--- src/sv/ddm_pkg.sv ---
// ----------------------------------------------------------------------------
// ddm_pkg - shared types and constants for the differential drive mixer
// Holds fixed-point constants, divider port structs and small helpers.
// ----------------------------------------------------------------------------
package ddm_pkg;

	// fixed-point constants (Q1.15 and Q16)
	localparam logic [4:0]  TRIM_MAX   = 5'd20;
	localparam logic [16:0] DEADBAND   = 17'd410;
	localparam logic [17:0] TRIM_SPEED = 18'd29491;
	localparam logic [16:0] LN2_Q16    = 17'd45426;
	localparam logic [16:0] HALF_Q15   = 17'd16384;
	localparam logic [20:0] ONE_Q15    = 21'd32768;

	// reciprocal of 5 in Q21, exact floor for dividends below 2^19
	localparam logic [19:0] RCP_DIV5   = 20'd419431;

	// divider geometry
	localparam int DVD_W = 36;
	localparam int DSR_W = 21;
	localparam int QUO_W = 16;

	// configuration register indexes
	localparam logic [2:0] REG_LEFT_INV  = 3'd0;
	localparam logic [2:0] REG_RIGHT_INV = 3'd1;
	localparam logic [2:0] REG_FWD_INV   = 3'd2;
	localparam logic [2:0] REG_TURN_INV  = 3'd3;
	localparam logic [2:0] REG_TURBO_G   = 3'd4;
	localparam logic [2:0] REG_NORMAL_G  = 3'd5;

	typedef struct packed {
		logic             start;
		logic [DVD_W-1:0] dividend;
		logic [DSR_W-1:0] divisor;
	} div_req_t;

	typedef struct packed {
		logic             done;
		logic [QUO_W-1:0] quot;
	} div_rsp_t;

	// magnitude of a 16-bit signed value
	function automatic logic [16:0] abs16(input logic [15:0] v);
		logic [16:0] e;
		begin
			e = {v[15], v};
			abs16 = v[15] ? 17'(~e + 17'd1) : e;
		end
	endfunction

endpackage

--- src/sv/ddm_div.sv ---
// ----------------------------------------------------------------------------
// ddm_div - restoring divider, one quotient bit per cycle
// Quotient must fit in QUO_W bits; done pulses when the quotient is ready.
// ----------------------------------------------------------------------------
module ddm_div (
	input  logic              clk,
	input  logic              arst_n,
	input  ddm_pkg::div_req_t req,
	output ddm_pkg::div_rsp_t rsp
);
	import ddm_pkg::*;

	logic [DSR_W-1:0] rem_q;
	logic [DSR_W-1:0] dsr_q;
	logic [QUO_W-1:0] sh_q;
	logic [3:0]       cnt_q;
	logic             busy_q;
	logic             done_q;
	logic [DSR_W:0]   rem2;
	logic             ge;

	// trial subtract of the next partial remainder
	always_comb begin
		rem2 = {rem_q, sh_q[QUO_W-1]};
		ge   = rem2 >= {1'b0, dsr_q};
	end

	// sequencing and control
	always_ff @(posedge clk or negedge arst_n) begin
		if (!arst_n) begin
			busy_q <= 1'b0;
			done_q <= 1'b0;
			cnt_q  <= '0;
		end else begin
			done_q <= busy_q && (cnt_q == 4'd15);
			if (req.start) begin
				busy_q <= 1'b1;
				cnt_q  <= '0;
			end else if (busy_q) begin
				cnt_q <= cnt_q + 4'd1;
				if (cnt_q == 4'd15)
					busy_q <= 1'b0;
			end
		end
	end

	// remainder and quotient shift
	always_ff @(posedge clk) begin
		if (req.start) begin
			rem_q <= DSR_W'(req.dividend[DVD_W-1:QUO_W]);
			sh_q  <= req.dividend[QUO_W-1:0];
			dsr_q <= req.divisor;
		end else if (busy_q) begin
			rem_q <= ge ? DSR_W'(rem2 - {1'b0, dsr_q}) : rem2[DSR_W-1:0];
			sh_q  <= {sh_q[QUO_W-2:0], ge};
		end
	end

	assign rsp.done = done_q;
	assign rsp.quot = sh_q;

endmodule

--- src/sv/differential_drive_mixer_with_trim.sv ---
// ----------------------------------------------------------------------------
// differential_drive_mixer_with_trim - tank / arcade drive mixer in Q1.15
// One shared multiplier and one serial divider under a small sequencer.
// ----------------------------------------------------------------------------
// timing: a result reaches m_tvalid once the item's state sequence is done, plus any
//   wait in ST_OUT for the previous result to leave
// throughput: one item at a time, the next transfer is taken in ST_IDLE once the
//   result is registered; a nonzero arcade turn costs 16 log squarings and a divide
// reset: trims and press latch cleared, gains 1.0 / 0.5, inverts off
module differential_drive_mixer_with_trim (
	input  logic        clk,
	input  logic        arst_n,
	// config write port
	input  logic        cfg_we,
	input  logic [2:0]  cfg_idx,
	input  logic [15:0] cfg_data,
	// input stream
	input  logic        s_tvalid,
	output logic        s_tready,
	// stick_a, stick_b, trigger_axis, turbo_held, trim_right_req,
	// trim_left_req, trim_clear_req, slow_turn_held, zero pad
	input  logic [55:0] s_tdata,
	// func
	input  logic        s_tuser,
	// output stream
	output logic        m_tvalid,
	input  logic        m_tready,
	// left_drive, right_drive, left_trim_count, right_trim_count, zero pad
	output logic [47:0] m_tdata
);
	import ddm_pkg::*;

	localparam logic [4:0] ST_IDLE    = 5'd0;
	localparam logic [4:0] ST_T_MUL   = 5'd1;
	localparam logic [4:0] ST_T_CHK   = 5'd2;
	localparam logic [4:0] ST_TR_MUL  = 5'd3;
	localparam logic [4:0] ST_TR_WAIT = 5'd4;
	localparam logic [4:0] ST_STORE   = 5'd5;
	localparam logic [4:0] ST_A_FWD   = 5'd6;
	localparam logic [4:0] ST_A_NORM  = 5'd7;
	localparam logic [4:0] ST_A_SQ    = 5'd8;
	localparam logic [4:0] ST_A_LN    = 5'd9;
	localparam logic [4:0] ST_A_DIV   = 5'd10;
	localparam logic [4:0] ST_A_DWT   = 5'd11;
	localparam logic [4:0] ST_A_MIX   = 5'd12;
	localparam logic [4:0] ST_A_TCHK  = 5'd13;
	localparam logic [4:0] ST_OUT     = 5'd14;

	logic [4:0]  state_q;

	// configuration registers
	logic        lti_q, rti_q, fwi_q, tni_q;
	logic [15:0] turbo_g_q, normal_g_q;

	// trim state
	logic [4:0]  lsteps_q, rsteps_q;
	logic        latch_q;

	// captured item
	logic        func_q, turbo_q, slow_q;
	logic [15:0] a_q, b_q, trig_q;

	// working registers
	logic        side_q;
	logic [17:0] cur_q, resl_q, resr_q;
	logic [15:0] fmag_q, tmag_q, z_q, frac_q, fqmag_q;
	logic        fneg_q, tsgn_q, fqneg_q;
	logic [3:0]  p_q, cnt_q;
	logic [19:0] n_q;
	logic [20:0] trx_q;

	// output register
	logic [15:0] ol_q, or_q;
	logic [4:0]  olc_q, orc_q;
	logic        ovalid_q;

	logic        acc;
	div_req_t    dreq;
	div_rsp_t    drsp;

	ddm_div u_div (
		.clk    (clk),
		.arst_n (arst_n),
		.req    (dreq),
		.rsp    (drsp)
	);

	assign s_tready = (state_q == ST_IDLE);
	assign acc      = s_tvalid && s_tready;

	// operand conditioning
	logic [16:0] a_mag, b_mag, x_mag, cur_mag, fd_mag, td_mag, ts_mag;
	logic        x_neg, fd_neg;
	logic [15:0] gain;
	logic [14:0] th, turbo_d;
	logic [4:0]  steps_sel;
	logic [17:0] fwd_v;
	logic [19:0] nl, num_mag;
	logic [3:0]  msb;

	always_comb begin
		a_mag     = abs16(a_q);
		b_mag     = abs16(b_q);
		x_mag     = side_q ? b_mag : a_mag;
		x_neg     = side_q ? (b_q[15] ^ rti_q) : (a_q[15] ^ lti_q);
		gain      = turbo_q ? turbo_g_q : normal_g_q;
		cur_mag   = cur_q[17] ? 17'(~cur_q + 18'd1) : cur_q[16:0];
		fd_mag    = (a_mag < DEADBAND) ? 17'd0 : a_mag;
		fd_neg    = a_q[15] && (fd_mag != 17'd0);
		td_mag    = (b_mag < DEADBAND) ? 17'd0 : b_mag;
		ts_mag    = slow_q ? (td_mag >> 1) : td_mag;
		th        = {1'b0, trig_q[14:1]};
		turbo_d   = (!trig_q[15] && ({2'b0, th} >= DEADBAND)) ? th : 15'd0;
		steps_sel = side_q ? rsteps_q : lsteps_q;
		fwd_v     = fneg_q ? 18'(~{2'b00, fmag_q} + 18'd1) : {2'b00, fmag_q};
		nl        = {4'd15 - p_q, 16'd0} - {4'd0, frac_q};
		num_mag   = (n_q >= 20'd32768) ? (n_q - 20'd32768) : (20'd32768 - n_q);
	end

	// leading one of the turn magnitude
	always_comb begin
		msb = 4'd0;
		for (int i = 0; i < 16; i++)
			if (tmag_q[i])
				msb = 4'(i);
	end

	// shared multiplier operand select
	logic [19:0] mx;
	logic [19:0] my;
	logic [39:0] mul_p;

	always_comb begin
		mx = '0;
		my = '0;
		unique case (state_q)
			ST_T_MUL: begin
				mx = 20'(x_mag);
				my = 20'(gain);
			end
			ST_TR_MUL: begin
				mx = 20'(cur_mag);
				my = 20'(TRIM_MAX - steps_sel);
			end
			// divide by 20 as a shift by 2 and a reciprocal of 5
			ST_TR_WAIT: begin
				mx = 20'(trx_q[20:2]);
				my = RCP_DIV5;
			end
			ST_A_FWD: begin
				mx = 20'(fd_mag);
				my = 20'(HALF_Q15) + 20'(turbo_d);
			end
			ST_A_SQ: begin
				mx = 20'(z_q);
				my = 20'(z_q);
			end
			ST_A_LN: begin
				mx = nl;
				my = 20'(LN2_Q16);
			end
			ST_A_MIX: begin
				mx = 20'(fmag_q);
				my = 20'(fqmag_q);
			end
			default: begin
				mx = '0;
				my = '0;
			end
		endcase
		mul_p = 40'(mx) * 40'(my);
	end

	// divider request
	always_comb begin
		dreq.start    = 1'b0;
		dreq.dividend = '0;
		dreq.divisor  = '0;
		if (state_q == ST_A_DIV) begin
			dreq.start    = 1'b1;
			dreq.dividend = 36'(num_mag) << 15;
			dreq.divisor  = 21'(n_q) + ONE_Q15;
		end
	end

	// products reduced for the sequencer
	logic [16:0] prod_mag, sq;
	logic [15:0] trq;
	logic [17:0] prod_sgn, mix_v, trim_v;

	always_comb begin
		prod_mag = mul_p[31:15];
		sq       = mul_p[31:15];
		trq      = mul_p[36:21];
		prod_sgn = x_neg ? 18'(~{1'b0, prod_mag} + 18'd1) : {1'b0, prod_mag};
		mix_v    = (fneg_q ^ fqneg_q) ? 18'(~{1'b0, prod_mag} + 18'd1) : {1'b0, prod_mag};
		trim_v   = cur_q[17] ? 18'(~{2'b00, trq} + 18'd1) : {2'b00, trq};
	end

	// config writes
	always_ff @(posedge clk or negedge arst_n) begin
		if (!arst_n) begin
			lti_q      <= 1'b0;
			rti_q      <= 1'b0;
			fwi_q      <= 1'b0;
			tni_q      <= 1'b0;
			turbo_g_q  <= 16'd32768;
			normal_g_q <= 16'd16384;
		end else if (cfg_we) begin
			unique case (cfg_idx)
				REG_LEFT_INV:  lti_q      <= cfg_data[0];
				REG_RIGHT_INV: rti_q      <= cfg_data[0];
				REG_FWD_INV:   fwi_q      <= cfg_data[0];
				REG_TURN_INV:  tni_q      <= cfg_data[0];
				REG_TURBO_G:   turbo_g_q  <= cfg_data;
				REG_NORMAL_G:  normal_g_q <= cfg_data;
				default: ;
			endcase
		end
	end

	// trim step counters, updated on each input transfer
	always_ff @(posedge clk or negedge arst_n) begin
		if (!arst_n) begin
			lsteps_q <= '0;
			rsteps_q <= '0;
			latch_q  <= 1'b0;
		end else if (acc) begin
			priority if (s_tdata[49]) begin
				if (!latch_q && rsteps_q < TRIM_MAX)
					rsteps_q <= rsteps_q + 5'd1;
				latch_q <= 1'b1;
			end else if (s_tdata[50]) begin
				if (!latch_q && lsteps_q < TRIM_MAX)
					lsteps_q <= lsteps_q + 5'd1;
				latch_q <= 1'b1;
			end else begin
				latch_q <= 1'b0;
			end
			if (s_tdata[51]) begin
				lsteps_q <= '0;
				rsteps_q <= '0;
			end
		end
	end

	// sequencer
	always_ff @(posedge clk or negedge arst_n) begin
		if (!arst_n) begin
			state_q  <= ST_IDLE;
			ovalid_q <= 1'b0;
		end else begin
			if (ovalid_q && m_tready)
				ovalid_q <= 1'b0;
			unique case (state_q)
				ST_IDLE:
					if (acc)
						state_q <= s_tuser ? ST_A_FWD : ST_T_MUL;
				ST_T_MUL:   state_q <= ST_T_CHK;
				ST_T_CHK:
					state_q <= ($signed(cur_q) > $signed(TRIM_SPEED)) ? ST_TR_MUL : ST_STORE;
				ST_TR_MUL:  state_q <= ST_TR_WAIT;
				ST_TR_WAIT: state_q <= ST_STORE;
				ST_STORE: begin
					if (side_q)
						state_q <= ST_OUT;
					else
						state_q <= func_q ? ST_TR_MUL : ST_T_MUL;
				end
				ST_A_FWD:   state_q <= ST_A_NORM;
				ST_A_NORM:  state_q <= (tmag_q == 16'd0) ? ST_A_TCHK : ST_A_SQ;
				ST_A_SQ:
					if (cnt_q == 4'd15)
						state_q <= ST_A_LN;
				ST_A_LN:    state_q <= ST_A_DIV;
				ST_A_DIV:   state_q <= ST_A_DWT;
				ST_A_DWT:
					if (drsp.done)
						state_q <= ST_A_MIX;
				ST_A_MIX:   state_q <= ST_A_TCHK;
				ST_A_TCHK:
					state_q <= (!fneg_q && {2'b00, fmag_q} > TRIM_SPEED) ? ST_TR_MUL : ST_OUT;
				ST_OUT:
					if (!ovalid_q || m_tready) begin
						ovalid_q <= 1'b1;
						state_q  <= ST_IDLE;
					end
				default:    state_q <= ST_IDLE;
			endcase
		end
	end

	// datapath registers
	always_ff @(posedge clk) begin
		unique case (state_q)
			ST_IDLE:
				if (acc) begin
					func_q  <= s_tuser;
					a_q     <= s_tdata[15:0];
					b_q     <= s_tdata[31:16];
					trig_q  <= s_tdata[47:32];
					turbo_q <= s_tdata[48];
					slow_q  <= s_tdata[52];
					side_q  <= 1'b0;
				end
			ST_T_MUL:
				cur_q <= prod_sgn;
			ST_TR_MUL:
				trx_q <= mul_p[20:0];
			ST_TR_WAIT:
				cur_q <= trim_v;
			ST_STORE: begin
				if (side_q)
					resr_q <= cur_q;
				else begin
					resl_q <= cur_q;
					side_q <= 1'b1;
					cur_q  <= resr_q;
				end
			end
			ST_A_FWD: begin
				fmag_q <= mul_p[30:15];
				fneg_q <= fd_neg ^ fwi_q;
				tmag_q <= ts_mag[15:0];
				tsgn_q <= b_q[15] ^ fd_neg ^ tni_q;
			end
			ST_A_NORM: begin
				resl_q <= fwd_v;
				resr_q <= fwd_v;
				p_q    <= msb;
				z_q    <= tmag_q << (4'd15 - msb);
				frac_q <= '0;
				cnt_q  <= '0;
			end
			ST_A_SQ: begin
				z_q    <= sq[16] ? sq[16:1] : sq[15:0];
				frac_q <= {frac_q[14:0], sq[16]};
				cnt_q  <= cnt_q + 4'd1;
			end
			ST_A_LN:
				n_q <= 20'((mul_p + 40'd32768) >> 16);
			ST_A_DIV:
				fqneg_q <= (n_q < 20'd32768);
			ST_A_DWT:
				if (drsp.done)
					fqmag_q <= drsp.quot;
			ST_A_MIX: begin
				if (tsgn_q)
					resl_q <= mix_v;
				else
					resr_q <= mix_v;
			end
			ST_A_TCHK: begin
				side_q <= 1'b0;
				cur_q  <= resl_q;
			end
			default: ;
		endcase
	end

	// saturate to Q1.15
	function automatic logic [15:0] sat18(input logic [17:0] v);
		begin
			if ($signed(v) > $signed(18'sd32767))
				sat18 = 16'h7FFF;
			else if ($signed(v) < $signed(-18'sd32768))
				sat18 = 16'h8000;
			else
				sat18 = v[15:0];
		end
	endfunction

	// output register load
	always_ff @(posedge clk) begin
		if (state_q == ST_OUT && (!ovalid_q || m_tready)) begin
			ol_q  <= sat18(resl_q);
			or_q  <= sat18(resr_q);
			olc_q <= lsteps_q;
			orc_q <= rsteps_q;
		end
	end

	assign m_tvalid = ovalid_q;
	assign m_tdata  = {6'd0, orc_q, olc_q, or_q, ol_q};

	// checks
	a_busy_after_take: assert property (@(posedge clk) disable iff (!arst_n)
		acc |=> !s_tready)
		else $error("block still ready after an input transfer");

	a_div_done_waited: assert property (@(posedge clk) disable iff (!arst_n)
		drsp.done |-> (state_q == ST_A_DWT))
		else $error("divider finished outside a wait state");

	a_trim_limit: assert property (@(posedge clk) disable iff (!arst_n)
		lsteps_q <= TRIM_MAX && rsteps_q <= TRIM_MAX)
		else $error("trim step count above its limit");

	a_trim_clear: assert property (@(posedge clk) disable iff (!arst_n)
		(acc && s_tdata[51]) |=> (lsteps_q == 5'd0 && rsteps_q == 5'd0))
		else $error("trim clear did not zero the step counts");

	a_no_overwrite: assert property (@(posedge clk) disable iff (!arst_n)
		(ovalid_q && !m_tready) |=> ($stable(ol_q) && $stable(or_q)))
		else $error("pending result overwritten");

endmodule
--- config.mk ---
export PLATFORM = sky130hd
export DESIGN_NAME = differential_drive_mixer_with_trim
export DESIGN_NICKNAME = d
export VERILOG_FILES = /design/src/sv/ddm_pkg.sv /design/src/sv/ddm_div.sv /design/src/sv/differential_drive_mixer_with_trim.sv
export SDC_FILE = /design/constraint.sdc
export NUM_CORES = 2
export LEC_CHECK = 0
export ABC_AREA = 1
export BUFFER_PORTS_ARGS = -buffer_cell sky130_fd_sc_hd__buf_2
export CORE_MARGIN = 2
export CORE_UTILIZATION = 65
export DETAILED_ROUTE_END_ITERATION = 7
export PLACE_DENSITY = 0.83
export SLEW_MARGIN = 30
export SYNTH_ARGS = -nofsm -noshare
export SYNTH_HDL_FRONTEND = slang
export SYNTH_SLANG_ARGS = --single-unit
--- constraint.sdc ---
create_clock -name clk -period 11.2 [get_ports clk]
set_clock_uncertainty 0.15 [all_clocks]
set_input_delay 1.68 -clock clk [delete_from_list [all_inputs] [get_ports clk]]
set_output_delay 1.68 -clock clk [all_outputs]
set_load 0.01 [all_outputs]
# ---- Word-level counts from Yosys, hierarchy flattened
# Index checks and enable logic that the tools add are counted.
dict set report op_classes {
  addsub 20
  mul 1
  order_cmp 14
  eq_ne 29
  shifts 1
  mux 82
  bitwise 12
  n_reduce_logical 41
}
# op n
set ops {}
lappend ops {{$pmux W20 S7} 2}
lappend ops {{$mux W18} 8}
lappend ops {{$mux W16} 7}
lappend ops {{$pmux W18 S3} 2}
lappend ops {{$mux W17} 6}
lappend ops {{$pmux W5 S15} 1}
lappend ops {{$mux W4} 18}
lappend ops {{$pmux W18 S4} 1}
lappend ops {{$pmux W16 S2} 2}
lappend ops {{$mux W20} 3}
lappend ops {{$mux W5} 12}
lappend ops {{$mux W58} 1}
lappend ops {{$add A18 B1 Y18 const B} 3}
lappend ops {{$gt A18 B16 Y1 const B} 3}
lappend ops {{$add A17 B1 Y17 const B} 3}
lappend ops {{$not A17 Y17} 3}
lappend ops {{$mul A20 B20 Y37} 1}
lappend ops {{$add A36 B16 Y36 const B} 1}
lappend ops {{$lt A18 B16 Y1 const B} 2}
lappend ops {{$not A16 Y18} 2}
lappend ops {{$eq A5 B4 Y1 const B} 7}
lappend ops {{$lt A17 B9 Y1 const B} 2}
lappend ops {{$ge A22 B21 Y1} 1}
lappend ops {{$add A20 B16 Y21 const B} 1}
lappend ops {{46 further kinds} 108}
dict set report word_totals {
  register_bits 397
  wordCells 244
}

# ---- Logic depth before layout (Yosys ltp)
dict set report depth {
  depth_word 18
  depth_mapped 52
  depth_no_buf 51
}

# ---- By module
# Synthesis repeated with hierarchy kept, for this count alone.
dict set report unflattened {
  hier_cells 4785
  hier_area_um2 37390.9
}
# mod instances cells_per_inst area_per_inst_um2
set modules_own_cells {}
lappend modules_own_cells {differential_drive_mixer_with_trim 1 4224 33078.0}
lappend modules_own_cells {ddm_div 1 561 4312.9}

# ---- Worst setup path after synthesis
# OpenSTA, ideal clock, no wires.
dict set report synth_timing {
  kind {register to register}
  startpoint {reg state_q[2]}
  endpoint {reg n_q[13] (data pin)}
  setup_time_ns 0.260
  t_arrival_ns 8.498
  required_ns 10.790
  setup_slack_ns 2.292
  stages_incl_launch_ff 39
  n_path_buf 3
  period_less_slack_ns 8.908
  path_cell_list {dfrtp_1 > buf_2 > nand2_1 > nor2_2 > clkbuf_1 > nand2_1 > nand2_1 > nand2_2 > nand2_4 > buf_6 > nand2_1 > fa_1 > inv_1 > fa_1 > inv_1 > fa_1 > inv_1 > fa_1 > [... 3 more ...] > fa_1 > inv_1 > fa_1 > inv_1 > ha_1 > nand2_1 > inv_2 > nand2_2 > nor3_2 > nand2_2 > nand3b_1 > nand2_2 > inv_1 > ha_1 > nand3_2 > nor3_1 > nand4_1 > xor2_1}
}
dict set report synth_via {
  elab_chain_len 4
}
# item line_no
set synth_lines {}
lappend synth_lines {{from (decl)} differential_drive_mixer_with_trim.sv:49} ;# logic [4:0] state_q;
lappend synth_lines {{from (signal assigned)} differential_drive_mixer_with_trim.sv:258} ;# state_q <= s_tuser ? ST_A_FWD : ST_T_MUL;
lappend synth_lines {{from (signal assigned)} differential_drive_mixer_with_trim.sv:261} ;# state_q <= ($signed(cur_q) > $signed(TRIM_SPEED)) ? ST_TR_MUL : ST_STORE;
lappend synth_lines {{from (signal assigned)} differential_drive_mixer_with_trim.sv:268} ;# state_q <= func_q ? ST_TR_MUL : ST_T_MUL;
lappend synth_lines {{$eq A5 B4 Y1, or another cell as far along} differential_drive_mixer_with_trim.sv:136} ;# unique case (state_q)
lappend synth_lines {{$pmux W20 S7} differential_drive_mixer_with_trim.sv:136}
lappend synth_lines {{$mul A20 B20 Y37 (*)} differential_drive_mixer_with_trim.sv:171} ;# mul_p = 40'(mx) * 40'(my);
lappend synth_lines {{via mul_p[16]} differential_drive_mixer_with_trim.sv:131} ;# logic [39:0] mul_p;
lappend synth_lines {{$add A36 B16 Y36 (*)} differential_drive_mixer_with_trim.sv:341} ;# n_q <= 20'((mul_p + 40'd32768) >> 16);
lappend synth_lines {{to (signal assigned)} differential_drive_mixer_with_trim.sv:341}
lappend synth_lines {{to (decl)} differential_drive_mixer_with_trim.sv:69} ;# logic [19:0] n_q;
# The timed path passes the listed nets; every way through them passes the cells marked *.
# A chain may end at the register's enable or synchronous reset.

# ---- Worst setup path after layout
dict set report layout_timing {
  startpoint {reg a_q[15]}
  endpoint {reg resr_q[12] (data pin)}
}
dict set report layout_via {
  elab_chain_len 12
}
# item line_no
set layout_lines {}
lappend layout_lines {{from (decl)} differential_drive_mixer_with_trim.sv:61} ;# logic [15:0] a_q, b_q, trig_q;
lappend layout_lines {{from (signal assigned)} differential_drive_mixer_with_trim.sv:299} ;# a_q <= s_tdata[15:0];
lappend layout_lines {{$not A17 Y17} ddm_pkg.sv:47} ;# abs16 = v[15] ? 17'(~e + 17'd1) : e;
lappend layout_lines {{$add A17 B1 Y17} ddm_pkg.sv:47}
lappend layout_lines {{$mux W17 (*)} ddm_pkg.sv:47}
lappend layout_lines {{$lt A17 B9 Y1} differential_drive_mixer_with_trim.sv:108} ;# fd_mag = (a_mag < DEADBAND) ? 17'd0 : a_mag;
lappend layout_lines {{$mux W17} differential_drive_mixer_with_trim.sv:108}
lappend layout_lines {{$pmux W20 S7 (*)} differential_drive_mixer_with_trim.sv:136}
lappend layout_lines {{$mul A20 B20 Y37 (*)} differential_drive_mixer_with_trim.sv:171}
lappend layout_lines {{$not A17 Y18} differential_drive_mixer_with_trim.sv:196} ;# mix_v = (fneg_q ^ fqneg_q) ? 18'(~{1'b0, prod_mag} + 18'd1) : {1'b0, prod_mag};
lappend layout_lines {{$add A18 B1 Y18} differential_drive_mixer_with_trim.sv:196}
lappend layout_lines {{$mux W18 (*)} differential_drive_mixer_with_trim.sv:196}
lappend layout_lines {{$mux W18 (*)} differential_drive_mixer_with_trim.sv:348} ;# if (tsgn_q)
lappend layout_lines {{$pmux W18 S3 (*)} differential_drive_mixer_with_trim.sv:295} ;# unique case (state_q)
lappend layout_lines {{to (signal assigned)} differential_drive_mixer_with_trim.sv:314} ;# resr_q <= cur_q;
lappend layout_lines {{to (signal assigned)} differential_drive_mixer_with_trim.sv:329} ;# resr_q <= fwd_v;
lappend layout_lines {{to (signal assigned)} differential_drive_mixer_with_trim.sv:351} ;# resr_q <= mix_v;
lappend layout_lines {{to (decl)} differential_drive_mixer_with_trim.sv:65} ;# logic [17:0] cur_q, resl_q, resr_q;
# Mark *: on every way between the ends. The rest lies on a longest branch, timed or not. The select of a mux whose other input is x is not followed.

==> metrics.cfg <==
[run_status]
status = finished, final reports clean

[global_route]
grt_first_pass_wirelength_mm = 174
grt_pass1_vias = 31200
antenna_found_initial = 2
gr-usage-all-layers_pct = 38.5
grt_max_degree = 59
grt_overflow = 0

[drt]
drtPass1Iterations = 7
ant_nets = 0
drtIter0Drc = 4421
wl_met3_mm = 14.8
wl_met1_mm = 43.3
wire_per_inst_um = 20.6
highest_layer = met5
drcViolationCount = 0
routed_wl_mm = 112
vias = 32300
viasPerCell = 5.92
wl_met2_mm = 48.5

[synth]
synth_compound_area_share_pct = 8.99
synth_area_leader_cell = edfxtp_1
synth_xor_area_share_pct = 2.24
synthAdderAreaFrac_pct = 23.2
syn-cell-area_mm2 = 0.0367
synth_edf_count = 334
synth_top_family_by_area = adder cells
ys_seq_elements = 393
synth.distinct_cells = 69
synth_flop_cell = edfxtp_1
ys_seq_area_share_pct = 31.3
synth_top_area_share_pct = 27.3
yosys-mux-area-fraction_pct = 0.0273
synth-async-reset-ratio_pct = 14.8
yosys_warnings = 0
syn_inst = 4543
synth_area_leaders = edfxtp_1 (27%), fa_1 (17%), nand2_1 (10%)
syn_area_per_cell_um2 = 8.08
synth-simple-area-share_pct = 22.9

[timing]
slew_headroom_pct = 34.4
rsz0062_at_grt = no
tightest_slew_ns = 0.983
post-route-period-util_pct = 92.1
slew_violations = 0
hold_viol = 0
finalSetupViolCount = 0
period_needed_ns = 10.32
fmax_mhz = 96.9
setup_tns_ns = 0

[worst_hold_path]
min_path_cells = 0
hold_end = fqmag_q[5]
min_path_type = reg -> reg
min_from = u_div.sh_q[5]

[clocking]
post_cts_buffers = 0
tritoncts = built
clk_latency_ns = 0.57
clock-sinks = 393
clk_path_buf_depth = 3
ctsResizeCount = 0
h-tree-depth = 2
ctsHoldBuffers = 0
cts_buffers = 40
cts_root_buf = clkbuf_16
clk_pin_slew_worst_paths_ns = 0.06

[worst_setup_path]
cp.arrival_ns = 10.45
slowest_delay_ns = 0.72
r2r_cells = 42
r2r_slack_ns = 0.88
cp_max_fo = 13
worstReg2RegStart = a_q[15]
r2r_end = resr_q[12]
start_kind = flop
cp-end-kind = flop
critPathBufInv = 10
worst_ep_required_time_ns = 11.33
cp_slowest_cell = edfxtp_1
path_delay_family = adder cells
worstSetupPathType = reg -> reg

[layout]
n_fill_cell = 4440
final_nets = 5231
register_area_mm2 = 0.0115
area_growth_pct = 7.76
fin_util_pct = 70.6
multi_input_area_mm2 = 0.0212
drive_gt1_share_pct = 9.48

[die]
fp.dieH_um = 242
start_util_pct = 65.5
core_mm2 = 0.0561
die-area_mm2 = 0.0584
pin_count = 131
die_w_um = 242
num_rows = 87

[power]
seq_power_share_pct = 50.7
power_density_mw_per_mm2 = 80.7
power_leakage_nw = 18.9
ir_drop_v = 0.000140
switching_share_pct = 24.3
p_sw_w = 0.000774
p_int_w = 0.00242
clkPwrFrac_pct = 42.2
power_frac_comb_pct = 7.0

[placed_design]
io_buffers = 120
gp_congestion = 1.03
dpl.hpwl_mm = 88.0

[flow_run]
cap_violations = 0

[worst max path at each step]
stage,slack [ns],start,to,depth (start not counted)
after CTS,1.13,state_q[2],resr_q[12],37
after global routing,0.22,a_q[15],n_q[13],38
final,0.88,a_q[15],resr_q[12],42
after detailed placement,1.18,state_q[2],resr_q[12],37
after global placement,1.28,a_q[15],n_q[13],38
after floorplan,2.29,state_q[2],n_q[13],38
[registers in the layout, summed over array words and instances (netlist names), 18 cells and up]
signal and flops:
cur_q 18, u_div.rem_q 21, trx_q 19, resr_q 18, n_q 20, resl_q 18
u_div.dsr_q 21
[cells by family (layout without fill, tap and decap cells)]
logic type | Yosys count | in the layout
AOI/OAI and AO/OA | 576 | 576
xor gates and xnor gates | 93 | 93
adders and majority gates | 488 | 488
buffers and inverters | 1067 | 1195
DFF | 393 | 393
muxes | 1 | 1
other | 2 | 24
and+or+nand+nor | 1923 | 1923
[metrics by stage]
| stage | hold slack, ns | setup slack, ns | cell area, µm² | total power, W | cells |
|---|---|---|---|---|---|
| after floorplan | 0.275 | 2.29 | 36800 | 0.00178 | 4564 |
| final | 0.300 | 0.884 | 39600 | 0.00319 | 5449 |
| after global routing | 0.314 | 0.215 | 39600 | 0.00327 | 5448 |
| after CTS | 0.300 | 1.13 | 39500 | 0.00318 | 5448 |
| after detailed placement | 0.285 | 1.18 | 38300 | 0.00186 | 5376 |
| after global placement | 0.283 | 1.28 | 38200 | 0.00186 | 5375 |
[metal layers]
metal	up-vias	track usage, %
met1	15100	53.4
met4	2	16.5
met5	-	0
li1	14700	-
met2	2107	58.0
met3	373	9.62
[power by group through the flow]
stage	combinational (W)	sequential, W	clock [W]
floorplan	0.000136	0.00164	0
global placement	0.000208	0.00165	0
detailed placement	0.000214	0.00165	0
CTS	0.000216	0.00162	0.00135
global route	0.000243	0.00162	0.00140
finish	0.000225	0.00162	0.00135
[area by class of cell]
cell class | instances | share of cell area, %
Clock buffer | 47 | 2.65
Antenna cell | 1 | 0.00633
Tap cell | 756 | 2.39
Multi-Input combinational cell | 3104 | 53.6
Inverter | 935 | 8.87
Timing Repair Buffer | 188 | 2.86
Clock inverter | 25 | 0.550
Sequential cell | 393 | 29.1
[placed cells by master, fill, tap and decap left out, types with 23 or more instances in the layout]
cell	count
buf_4	67
ha_1	169
dfrtp_1	56
o21ai_0	233
nand3_1	277
clkbuf_16	41
edfxtp_1	334
buf_2	120
nor2_2	37
xor2_1	72
nand4_1	43
fa_1	319
conb_1	23
nor2_1	405
nand2_1	976
nand2_2	42
inv_1	895
nor3_1	45
a21oi_1	178
inv_2	33
o211ai_1	35
[synthesized netlist by cell type, types with 46 or more instances]
master    instances
o21ai_0         233
edfxtp_1        334
nor3_1           46
nor2_1          409
fa_1            319
buf_2            46
inv_1           896
nand2_1         976
ha_1            169
xor2_1           72
clkbuf_1         63
a21oi_1         180
dfrtp_1          56
nand3_1         277
[worst register-to-register path: cells and delay by family (launching register included)]
family / cells / cell delay, ns
adders and majority gates: 8 / 4.09
and+or+nand+nor: 20 / 3.13
buffers and inverters: 10 / 1.17
AOI/OAI and AO/OA: 4 / 0.79
DFF: 1 / 0.72
No activity file was read; power rests on OpenSTA's default activity.
